--- src/rtl/avr_pkg.sv ---
`timescale 1ns / 1ps
// Package: types, constants and lookup tables of the axis-aligned vector rotator.
package avr_pkg;

   localparam int TRIG_STAGES = 16;

   localparam int COORD_W = 32;
   localparam int ANGLE_W = 24;

   localparam logic [1:0] OP_ROT_X = 2'd0;
   localparam logic [1:0] OP_ROT_Y = 2'd1;
   localparam logic [1:0] OP_ROT_Z = 2'd2;

   // one turn = 92160 units = 45 * 2^11
   localparam int DEG_BIN_DIV = 45;
   localparam int LOW_BITS    = 11;
   localparam int HI_W        = ANGLE_W - LOW_BITS + 1;
   localparam int HI_OFFSET   = 92 * DEG_BIN_DIV;
   localparam int HQ_W        = 8;
   localparam int HQ_SHIFT    = 20;
   localparam int HQ_RECIP_W  = 15;
   localparam int HQ_RECIP    = (2 ** HQ_SHIFT + DEG_BIN_DIV - 1) / DEG_BIN_DIV;
   localparam int HQ_PROD_W   = HI_W + HQ_RECIP_W;
   localparam int RES_W       = 6;
   localparam int RED_W       = RES_W + LOW_BITS;
   localparam int BQ_W        = 11;
   localparam int BQ_SHIFT    = 23;
   localparam int BQ_RECIP_W  = 18;
   localparam int BQ_RECIP    = (2 ** BQ_SHIFT + DEG_BIN_DIV - 1) / DEG_BIN_DIV;
   localparam int BQ_PROD_W   = RED_W + BQ_RECIP_W;
   localparam int FRAC_W      = 21;
   localparam int BIN_W       = BQ_W + FRAC_W;
   localparam logic signed [BIN_W-1:0] BIN_QUARTER = 32'sd1073741824;

   localparam int CD_W   = 34;
   localparam int Z_W    = 33;
   localparam int ATAN_W = 30;
   localparam int TRIG_W = 32;
   localparam logic signed [CD_W-1:0] CORDIC_GAIN = 34'sd652032874;
   localparam logic signed [CD_W-1:0] ONE_Q30     = 34'sd1073741824;

   localparam int PROD_W     = 2 * COORD_W;
   localparam int ACC_W      = PROD_W + 1;
   localparam int FRAC_SHIFT = 30;

   localparam logic [ATAN_W-1:0] ATAN_LUT [32] = '{
      30'd536870912, 30'd316933406, 30'd167458907, 30'd85004756, 30'd42667331,
      30'd21354465, 30'd10679838, 30'd5340245, 30'd2670163, 30'd1335087,
      30'd667544, 30'd333772, 30'd166886, 30'd83443, 30'd41722, 30'd20861,
      30'd10430, 30'd5215, 30'd2608, 30'd1304, 30'd652, 30'd326, 30'd163,
      30'd81, 30'd41, 30'd20, 30'd10, 30'd5, 30'd3, 30'd1, 30'd1, 30'd0
   };

   // fraction of a 45-unit residue in binary-angle units, rounded
   typedef logic [2**RES_W-1:0][FRAC_W-1:0] frac_lut_type;

   function automatic frac_lut_type build_frac_lut();
      frac_lut_type lut;
      lut = '0;
      for (int i = 0; i < DEG_BIN_DIV; i++) begin
         lut[i] = FRAC_W'(((longint'(i) << FRAC_W) + longint'(DEG_BIN_DIV / 2))
                          / DEG_BIN_DIV);
      end
      return lut;
   endfunction

   localparam frac_lut_type FRAC_LUT = build_frac_lut();

   typedef struct packed {
      logic [1:0]                op;
      logic signed [ANGLE_W-1:0] angle;
      logic signed [COORD_W-1:0] in_x;
      logic signed [COORD_W-1:0] in_y;
      logic signed [COORD_W-1:0] in_z;
   } req_type;

   typedef struct packed {
      logic signed [COORD_W-1:0] out_x;
      logic signed [COORD_W-1:0] out_y;
      logic signed [COORD_W-1:0] out_z;
   } rsp_type;

   typedef struct packed {
      logic [1:0]                op;
      logic                      bypass;
      logic signed [COORD_W-1:0] x;
      logic signed [COORD_W-1:0] y;
      logic signed [COORD_W-1:0] z;
   } ctx_type;

   typedef struct packed {
      ctx_type               ctx;
      logic                  flip;
      logic signed [Z_W-1:0] z;
   } ang_type;

   typedef struct packed {
      ctx_type                ctx;
      logic                   flip;
      logic signed [CD_W-1:0] x;
      logic signed [CD_W-1:0] y;
   } trig_type;

   typedef struct packed {
      ctx_type                ctx;
      logic                   flip;
      logic signed [CD_W-1:0] x;
      logic signed [CD_W-1:0] y;
      logic signed [Z_W-1:0]  z;
   } cd_type;

endpackage

--- src/rtl/avr_angle.sv ---
`timescale 1ns / 1ps
// Angle front end: modulo-one-turn reduction and conversion to a binary angle, three stages.
module avr_angle (
   input  logic             clock,
   input  logic             reset,
   input  logic             in_valid,
   output logic             in_ready,
   input  avr_pkg::req_type in_data,
   output logic             out_valid,
   input  logic             out_ready,
   output avr_pkg::ang_type out_data
);
   import avr_pkg::*;

   logic [2:0] valid_ff;
   logic [2:0] adv;

   ctx_type           ctx_a_ff, ctx_b_ff;
   logic [HI_W-1:0]   hi_a_ff;
   logic [LOW_BITS-1:0] lo_a_ff;
   logic [HQ_W-1:0]   hq_a_ff;
   logic [RED_W-1:0]  red_b_ff;
   logic [BQ_W-1:0]   bq_b_ff;
   ang_type           ang_c_ff;

   ctx_type              ctx_in;
   logic [HI_W-1:0]      hi_in;
   logic [HQ_PROD_W-1:0] hq_prod;
   logic [HQ_W-1:0]      hq_in;
   logic [HI_W-1:0]      hm_full;
   logic [RED_W-1:0]     red_in;
   logic [BQ_PROD_W-1:0] bq_prod;
   logic [BQ_W-1:0]      bq_in;
   logic [RED_W-1:0]     rem_full;
   logic [RES_W-1:0]     res;
   logic [BIN_W-1:0]     bin;
   logic                 flip_in;
   ang_type              ang_in;

   assign adv[2]   = !valid_ff[2] || out_ready;
   assign adv[1]   = !valid_ff[1] || adv[2];
   assign adv[0]   = !valid_ff[0] || adv[1];
   assign in_ready = adv[0];

   // stage A: high part of the angle, its quotient by 45
   always_comb begin
      ctx_in.op     = in_data.op;
      ctx_in.bypass = (in_data.angle == '0) ||
                      !((in_data.op == OP_ROT_X) || (in_data.op == OP_ROT_Y) ||
                        (in_data.op == OP_ROT_Z));
      ctx_in.x      = in_data.in_x;
      ctx_in.y      = in_data.in_y;
      ctx_in.z      = in_data.in_z;
   end

   assign hi_in   = {in_data.angle[ANGLE_W-1], in_data.angle[ANGLE_W-1:LOW_BITS]}
                    + HI_W'(HI_OFFSET);
   assign hq_prod = HQ_PROD_W'(hi_in) * HQ_PROD_W'(HQ_RECIP);
   assign hq_in   = hq_prod[HQ_SHIFT +: HQ_W];

   // stage B: angle mod one turn, its quotient by 45
   assign hm_full = hi_a_ff - HI_W'(hq_a_ff) * HI_W'(DEG_BIN_DIV);
   assign red_in  = {hm_full[RES_W-1:0], lo_a_ff};
   assign bq_prod = BQ_PROD_W'(red_in) * BQ_PROD_W'(BQ_RECIP);
   assign bq_in   = bq_prod[BQ_SHIFT +: BQ_W];

   // stage C: binary angle, folded into the right half plane
   assign rem_full = red_b_ff - RED_W'(bq_b_ff) * RED_W'(DEG_BIN_DIV);
   assign res      = rem_full[RES_W-1:0];
   assign bin      = {bq_b_ff, FRAC_LUT[res]};
   assign flip_in  = ($signed(bin) > BIN_QUARTER) || ($signed(bin) < -BIN_QUARTER);

   always_comb begin
      ang_in.ctx  = ctx_b_ff;
      ang_in.flip = flip_in;
      ang_in.z    = Z_W'($signed(flip_in ? {~bin[BIN_W-1], bin[BIN_W-2:0]} : bin));
   end

   always_ff @(posedge clock) begin
      if (reset) begin
         valid_ff <= '0;
      end else begin
         if (adv[0]) valid_ff[0] <= in_valid;
         if (adv[1]) valid_ff[1] <= valid_ff[0];
         if (adv[2]) valid_ff[2] <= valid_ff[1];
      end
   end

   always_ff @(posedge clock) begin
      if (adv[0]) begin
         ctx_a_ff <= ctx_in;
         hi_a_ff  <= hi_in;
         lo_a_ff  <= in_data.angle[LOW_BITS-1:0];
         hq_a_ff  <= hq_in;
      end
      if (adv[1]) begin
         ctx_b_ff <= ctx_a_ff;
         red_b_ff <= red_in;
         bq_b_ff  <= bq_in;
      end
      if (adv[2]) begin
         ang_c_ff <= ang_in;
      end
   end

   assign out_valid = valid_ff[2];
   assign out_data  = ang_c_ff;

endmodule

--- config.mk ---
export PLATFORM = sky130hd
export DESIGN_NAME = avr_angle
export DESIGN_NICKNAME = d
export VERILOG_FILES = /design/src/rtl/avr_pkg.sv /design/src/rtl/avr_angle.sv
export SDC_FILE = /design/constraint.sdc
export NUM_CORES = 1
export LEC_CHECK = 0
export ABC_CLOCK_PERIOD_IN_PS = 8310
export BUFFER_PORTS_ARGS = -buffer_cell sky130_fd_sc_hd__buf_4
export CORE_ASPECT_RATIO = 1.75
export CORE_MARGIN = 3
export CORE_UTILIZATION = 59
export DETAILED_ROUTE_END_ITERATION = 16
export GPL_TIMING_DRIVEN = 0
export PLACE_DENSITY = 0.81
export SETUP_SLACK_MARGIN = 0.05
export SYNTH_ARGS = -nofsm -noshare
export SYNTH_HDL_FRONTEND = slang
export SYNTH_SLANG_ARGS = --single-unit
--- constraint.sdc ---
create_clock -name clock -period 8.31 [get_ports clock]
set_input_delay 0.4155 -clock clock [delete_from_list [all_inputs] [get_ports clock]]
set_output_delay 0.4155 -clock clock [all_outputs]
set_load 0.01 [all_outputs]
==> reports/qor.log, run 1 <==
qor: hold_path.hold_path_depth 1
qor: die.core.rowCount 90
qor: timing.worst_clock_skew 0.0255 ns
qor: worst_setup_path.slowest_stage_delay_on_critical_path 0.57 ns
qor: logic_synthesis.synth_net_count 1984
qor: grt.grt_first_pass_wirelength 71100 um
qor: timing.fmax 0.129 GHz
qor: place.buffer_ports.inserted 260
qor: grt.grt_max_degree 99
qor: run.cap_violations 0
qor: clocking.hold_buffers 0
qor: worst_setup_path.cp-start-kind register
qor: worst_setup_path.setup.worst_path.class register to register
qor: clocking.clock-sinks 369
qor: worst_setup_path.crit_required 8.59 ns
qor: worst_setup_path.r2r_slack 0.57 ns
qor: final_layout.fillerInstances 2422
qor: detailed_routing.route.detailed.wl_per_inst 20.3 um
qor: timing.slew_violations 0
qor: detailed_routing.drt_iter0_drcs 536
qor: final_layout.combined_flip_flop_and_latch_cell_area 11100 um2
qor: detailed_routing.drc 0
qor: clocking.cts.clk_slew.worst_paths 0.07 ns
qor: grt.track_usage 0.246
qor: clocking.htree_num_levels 2
qor: die.chipWidth 148 um
qor: logic_synthesis.synth_flop_cell sky130_fd_sc_hd__edfxtp_1
qor: logic_synthesis.synth-warning-count 0
qor: logic_synthesis.synth.lib_cells_used.distinct 72
qor: logic_synthesis.post_synth_instance_area 20800 um2
qor: detailed_routing.dr_total_vias 12.4k
qor: timing.final.min_clock_period 7.74 ns
qor: final_layout.layout_cell_share_with_drive_strength_beyond_1 0.195
qor: worst_setup_path.critical-path-top-cell-by-count sky130_fd_sc_hd__inv_1
qor: die.die_area 37600 um2
qor: detailed_routing.post_drt_via_cell_ratio 5.48
qor: outcome.result_of_the_run finished, final reports clean
qor: worst_setup_path.critical_path.endpoint_type register
qor: die.ioPinCount 261
qor: die.start_util 0.599
qor: clocking.cts_tree yes
qor: grt.first_global_vias 13.5k
qor: die.core_region_area 34700 um2
qor: place.place.detailed.instances 2192
qor: hold_path.hp-class input pin to register
qor: clocking.post_cts_resize_count 0
qor: worst_setup_path.rr_worst_depth 28
qor: final_layout.finish.cell_count_without_fillers 2258
qor: clocking.cts_max_path_buffers 3
qor: logic_synthesis.ys_ff_latch 369
qor: worst_setup_path.critical_path_peak_fanout 4
qor: clocking.tritoncts.num_buffers 34
qor: clocking.post_cts_buffers 0
qor: timing.totalNegativeSetupSlack 0 ns
qor: logic_synthesis.synth_sequential_area_ratio 0.532
qor: detailed_routing.wl_final 45900 um
qor: grt.globalRouteOverflowTotal 0
qor: final_layout.multi_input_area 8540 um2
qor: logic_synthesis.syn-instance-count 1469
qor: detailed_routing.drt_first_pass_iters 4
qor: worst_setup_path.slowest_stage sky130_fd_sc_hd__fa_1
qor: final_layout.nets 2283
qor: timing.hold_violations 0
qor: clocking.worstSkewPairLatency 0.53 ns
qor: logic_synthesis.postSynthAreaPerCell 14.2 um2
qor: timing.report.final.setup_viol 0
qor: die.floorplan.die.height 254 um
qor: logic_synthesis.synth-async-reset-ratio 0
qor: place.dp.final_hpwl 35500 um
qor: clocking.cts_root_buffer sky130_fd_sc_hd__clkbuf_16
qor: worst_setup_path.data_arrival_time_of_the_critical_path 8.02 ns
qor: logic_synthesis.number_of_flops_mapped_to_enable_cells_by_yosys 366
qor: timing.timing.final.crit_share 0.931
qor: detailed_routing.route.antenna.remaining_nets 0
qor: timing.rsz0062_at_grt no
qor: timing.tightestPinTransition 0.910 ns
qor: final_layout.area_delta_synth_final 18.2%
qor: grt.grt_antenna_before_repair 5
qor: timing.relSlewSlack 0.389
qor: place.gp_congestion 0.926
==> metrics by stage <==
| stage | worst slack (ns) | utilization | hold WS (ns) | cell area, um2 |
|---|---|---|---|---|
| floorplan | 1.32 | - | 0.400 | 20800 |
| global placement | 0.572 | 0.672 | 0.400 | 23300 |
| detailed placement | 0.371 | 0.675 | 0.405 | 23400 |
| CTS | 0.351 | 0.708 | 0.0329 | 24600 |
| global route | 0.0826 | 0.709 | 0.0347 | 24600 |
| finish | 0.572 | 0.709 | 0.0558 | 24600 |
==> layer usage <==
| layer | up-vias | wire length [um] | GRT usage |
|---|---|---|---|
| li1 | 5707 | - | - |
| met1 | 6057 | 14800 | 0.251 |
| met2 | 425 | 25800 | 0.471 |
| met3 | 174 | 2150 | 0.0308 |
| met4 | 0 | 3150 | 0.151 |
| met5 | - | 0 | 0 |
==> cell families after synthesis <==
| family | Yosys count | synth area share |
|---|---|---|
| mux | 2 | 0.00162 |
| buf+inv | 317 | 0.0588 |
| fa+ha+maj | 390 | 0.283 |
| compound gates | 184 | 0.0604 |
| flops | 369 | 0.532 |
| simple gates | 139 | 0.0326 |
| xor+xnor | 68 | 0.0320 |
==> state kept, by name, summed over array words and instances (netlist names) <==
| register | flops |
|---|---|
| red_b_ff | 6 |
| ctx_a_ff | 99 |
| bq_b_ff | 11 |
| lo_a_ff | 11 |
| out_data | 128 |
| valid_ff | 3 |
| hi_a_ff | 6 |
| ang_in | 99 |
| hq_a_ff | 6 |
==> layout make-up <==
type / count / area share
diodes: 6 / 0.000611
plain buffers: 24 / 0.00499
clock buffers: 39 / 0.0362
clock inverters: 21 / 0.00987
inverters: 293 / 0.0451
multi-input cells: 783 / 0.347
flip-flops and latches: 369 / 0.450
well taps: 460 / 0.0234
repair buffers: 263 / 0.0828
==> synthesized netlist by cell type (3+ instances only) <==
master | count | area, um2
sky130_fd_sc_hd__o21a_1 | 10 | 75.1
sky130_fd_sc_hd__a31oi_1 | 9 | 56.3
sky130_fd_sc_hd__nand4_1 | 3 | 18.8
sky130_fd_sc_hd__o221ai_1 | 3 | 26.3
sky130_fd_sc_hd__a21oi_1 | 47 | 235
sky130_fd_sc_hd__o211a_1 | 4 | 40.0
sky130_fd_sc_hd__o22ai_1 | 3 | 18.8
sky130_fd_sc_hd__nand2b_1 | 4 | 25.0
sky130_fd_sc_hd__ha_1 | 255 | 3190
sky130_fd_sc_hd__xnor2_1 | 44 | 385
sky130_fd_sc_hd__dfxtp_1 | 3 | 60.1
sky130_fd_sc_hd__o21bai_1 | 4 | 30.0
sky130_fd_sc_hd__a211o_1 | 3 | 26.3
sky130_fd_sc_hd__buf_2 | 5 | 25.0
sky130_fd_sc_hd__clkbuf_1 | 12 | 45.0
sky130_fd_sc_hd__nor2_1 | 32 | 120
sky130_fd_sc_hd__nor2b_1 | 4 | 25.0
sky130_fd_sc_hd__a21boi_0 | 3 | 22.5
sky130_fd_sc_hd__xor2_1 | 20 | 175
sky130_fd_sc_hd__and2_1 | 7 | 43.8
sky130_fd_sc_hd__edfxtp_1 | 366 | 11000
sky130_fd_sc_hd__fa_1 | 134 | 2680
sky130_fd_sc_hd__or3_1 | 8 | 50.1
sky130_fd_sc_hd__nor3_1 | 11 | 55.1
sky130_fd_sc_hd__a21o_1 | 12 | 90.1
sky130_fd_sc_hd__o2111ai_1 | 5 | 43.8
sky130_fd_sc_hd__a2111oi_0 | 6 | 52.6
sky130_fd_sc_hd__nand2_1 | 38 | 143
sky130_fd_sc_hd__buf_4 | 5 | 37.5
sky130_fd_sc_hd__o211ai_1 | 6 | 45.0
sky130_fd_sc_hd__a211oi_1 | 7 | 52.6
sky130_fd_sc_hd__nor4_1 | 6 | 37.5
sky130_fd_sc_hd__o21ai_1 | 5 | 25.0
sky130_fd_sc_hd__nand3_1 | 14 | 70.1
sky130_fd_sc_hd__and3_1 | 5 | 31.3
sky130_fd_sc_hd__o21ai_0 | 30 | 150
sky130_fd_sc_hd__inv_1 | 293 | 1100
==> placed cells by master, fill, tap and decap left out, drive strengths merged, types with 6 or more instances in the layout <==
cell type and n:
nand2 38, edfxtp 366, nor3 11, ha 255, a2111oi 7, inv 297
clkbuf 51, a31oi 9, a211oi 7, clkinv 11, fa 134, a21o 12
o211ai 6, or3 8, o21ai 36, xor2 21, and2 7, o21a 10
nand3 14, nor2 32, nor4 7, buf 275, a21oi 47, xnor2 46
diode 6
==> critical path, delay by kind of cell, from the launching register on <==
family	cells	cell delay, ns
buf+inv	6	0.41
fa+ha+maj	10	4.05
flops	1	0.42
simple gates	4	0.66
compound gates	8	1.92
==> worst paths after layout <==
| path | startpoint | to |
|---|---|---|
| worst min register to register | ctx_a_ff[50] | ang_in[84] |
| worst max register to register | hq_a_ff[2] | bq_b_ff[10] |
| worst max-delay path | hq_a_ff[2] | bq_b_ff[10] |
| worst min-delay path | in_data[43] | ctx_a_ff[43] |
Power of run 1 is left out: the tool's default activity adds up to more than one toggle a clock period on the data nets, which glitch-free logic cannot reach.
==> inputs of run 2 (changes only) <==
--- a/config.mk
+++ b/config.mk
@@ -12,7 +12,7 @@
 export CORE_UTILIZATION = 59
 export DETAILED_ROUTE_END_ITERATION = 16
 export GPL_TIMING_DRIVEN = 0
-export PLACE_DENSITY = 0.81
+export PLACE_DENSITY = 0.85
 export SETUP_SLACK_MARGIN = 0.05
 export SYNTH_ARGS = -nofsm -noshare
 export SYNTH_HDL_FRONTEND = slang
==> run 2 against run 1 <==
Clock skew shrank 0.014 ns. Clock-buffer cell count shrank 7. Setup slack lost 0.10 ns. Worst hold slack lost 0.034 ns. Maximum frequency shrank 1.3%. Via count grew 5.9%. Non-clock buffer count grew 97. Utilization grew 2.5 points. Die area is the same. Global-route usage grew 2.5 points.
==> reports/qor.log, run 2 (synthesis gave the netlist of run 1 again) <==
qor: outcome.result_of_the_run finished, final reports clean
qor: timing.rsz0062_at_grt no
qor: clocking.cts_root_buffer sky130_fd_sc_hd__clkbuf_16
qor: worst_setup_path.critical_path_peak_fanout 4
qor: worst_setup_path.setup.worst_path.class register to register
qor: clocking.tritoncts.num_buffers 31
qor: timing.totalNegativeSetupSlack 0 ns
qor: timing.timing.final.crit_share 0.944
qor: final_layout.combined_flip_flop_and_latch_cell_area 11100 um2
qor: final_layout.layout_commonest_cell sky130_fd_sc_hd__edfxtp_1
qor: timing.relSlewSlack 0.283
qor: detailed_routing.drt_first_pass_iters 5
qor: die.chipWidth 148 um
qor: timing.fmax 0.128 GHz
qor: die.floorplan.die.height 254 um
qor: timing.hold_violations 0
qor: worst_setup_path.critical_path.endpoint_type register
qor: die.core.rowCount 90
qor: clocking.clock-sinks 369
qor: final_layout.fillerInstances 2248
qor: detailed_routing.drc 0
qor: worst_setup_path.data_arrival_time_of_the_critical_path 8.18 ns
qor: detailed_routing.post_drt_via_cell_ratio 5.57
qor: detailed_routing.route.antenna.remaining_nets 0
qor: clocking.htree_num_levels 1
qor: timing.slew_violations 0
qor: timing.worst_clock_skew 0.0116 ns
qor: detailed_routing.wl_final 50700 um
qor: place.buffer_ports.inserted 260
qor: timing.final.min_clock_period 7.84 ns
qor: final_layout.nets 2377
qor: clocking.post_cts_buffers 0
qor: worst_setup_path.slowest_stage_delay_on_critical_path 0.55 ns
qor: timing.tightestPinTransition 1.05 ns
qor: die.core_region_area 34700 um2
qor: place.place_ws 0.417 ns
qor: worst_setup_path.critical-path-top-cell-by-count sky130_fd_sc_hd__inv_1
qor: place.place.detailed.instances 2192
qor: final_layout.area_delta_synth_final 22.4%
qor: grt.track_usage 0.271
qor: place.dp.final_hpwl 35400 um
qor: worst_setup_path.slowest_stage sky130_fd_sc_hd__fa_1
qor: clocking.worstSkewPairLatency 0.59 ns
qor: die.start_util 0.599
qor: timing.fin_ws 0.468 ns
qor: clocking.cts_max_path_buffers 3
qor: worst_setup_path.cp-start-kind register
qor: grt.globalRouteOverflowTotal 0
qor: die.die_area 37600 um2
qor: worst_setup_path.crit_required 8.65 ns
qor: final_layout.layout_cell_share_with_drive_strength_beyond_1 0.185
qor: hold_path.hp-class input pin to register
qor: final_layout.most_frequent_cells_in_the_layout 366 x sky130_fd_sc_hd__edfxtp_1, 291 x sky130_fd_sc_hd__inv_1, 265 x sky130_fd_sc_hd__buf_4
qor: die.ioPinCount 261
qor: final_layout.multi_input_area 8530 um2
qor: grt.grt_max_degree 104
qor: place.gp_congestion 0.930
qor: detailed_routing.drt_iter0_drcs 734
qor: final_layout.finish.cell_count_without_fillers 2349
qor: final_layout.largest_register_ffs 128
qor: timing.hold_slack_final 0.0215 ns
qor: grt.first_global_vias 14.1k
qor: clocking.cts.clk_slew.worst_paths 0.07 ns
qor: clocking.cts_tree yes
qor: timing.report.final.setup_viol 0
qor: run.cap_violations 0
qor: detailed_routing.route.detailed.wl_per_inst 21.6 um
qor: grt.grt_antenna_before_repair 2
qor: grt.grt_first_pass_wirelength 77900 um
qor: detailed_routing.dr_total_vias 13.1k
-- run 2: changes by cell type in the layout (fill, tap and decap cells not counted), sizes merged --
| cell | previous run | this run |
|---|---|---|
| dlygate4sd3 | 0 | 97 |
| clkbuf | 51 | 44 |
| diode | 6 | 2 |
| clkinv | 11 | 14 |
| clkinvlp | 2 | 4 |
| bufinv | 4 | 3 |
| inv | 297 | 298 |
-- run 2: area by class of cell --
| class | instances | share of cell area |
|---|---|---|
| Inverter | 293 | 0.0436 |
| Multi-Input combinational cell | 783 | 0.335 |
| Buffer | 24 | 0.00482 |
| Tap cell | 460 | 0.0226 |
| Sequential cell | 369 | 0.434 |
| Clock buffer | 32 | 0.0306 |
| Antenna cell | 2 | 0.000197 |
| Timing Repair Buffer | 360 | 0.118 |
| Clock inverter | 26 | 0.0108 |
-- run 2: path summary, 6_finish.rpt --
check	start	to	slack, ns	depth (start not counted)
worst max register to register	hq_a_ff[2]	bq_b_ff[10]	0.47	28
worst min-delay path	in_data[103]	lo_a_ff[7]	0.02	1
worst max-delay path	hq_a_ff[2]	bq_b_ff[10]	0.47	28
worst min register to register	ctx_a_ff[24]	ang_in[58]	0.41	0
-- run 2: worst max-delay path, delay by kind of cell, from the launching register on --
family / cells / cell delay (ns)
adder cells (fa/ha/maj): 10 / 4.13
buffers and inverters: 6 / 0.42
AO/OA/AOI/OAI: 8 / 1.96
AND/OR/NAND/NOR: 4 / 0.62
flip-flops: 1 / 0.44
-- run 2: per-stage QoR --
stage          utilization  instance area (um2)
3_3_place_gp         0.672                23300
3_5_place_dp         0.675                23400
4_1_cts              0.733                25400
6_report             0.734                25500
2_1_floorplan            -                20800
5_1_grt              0.734                25500
-- run 2: repair_timing --
action                                  CTS  global route
endpoints found under the hold margin    98             1
endpoints found under the setup margin    0             3
hold buffers                             96             1
gates resized for setup                   0             1
-- run 2: routing by layer --
layer,track usage,wire length (um),share of wire,up-vias
met1,0.281,16400,0.32,6505
met2,0.534,29000,0.57,506
met5,0,0,0,-
met4,0.135,2890,0.057,0
li1,-,-,-,5919
met3,0.0293,2410,0.048,163
Power of run 2 is left out for the same reason.
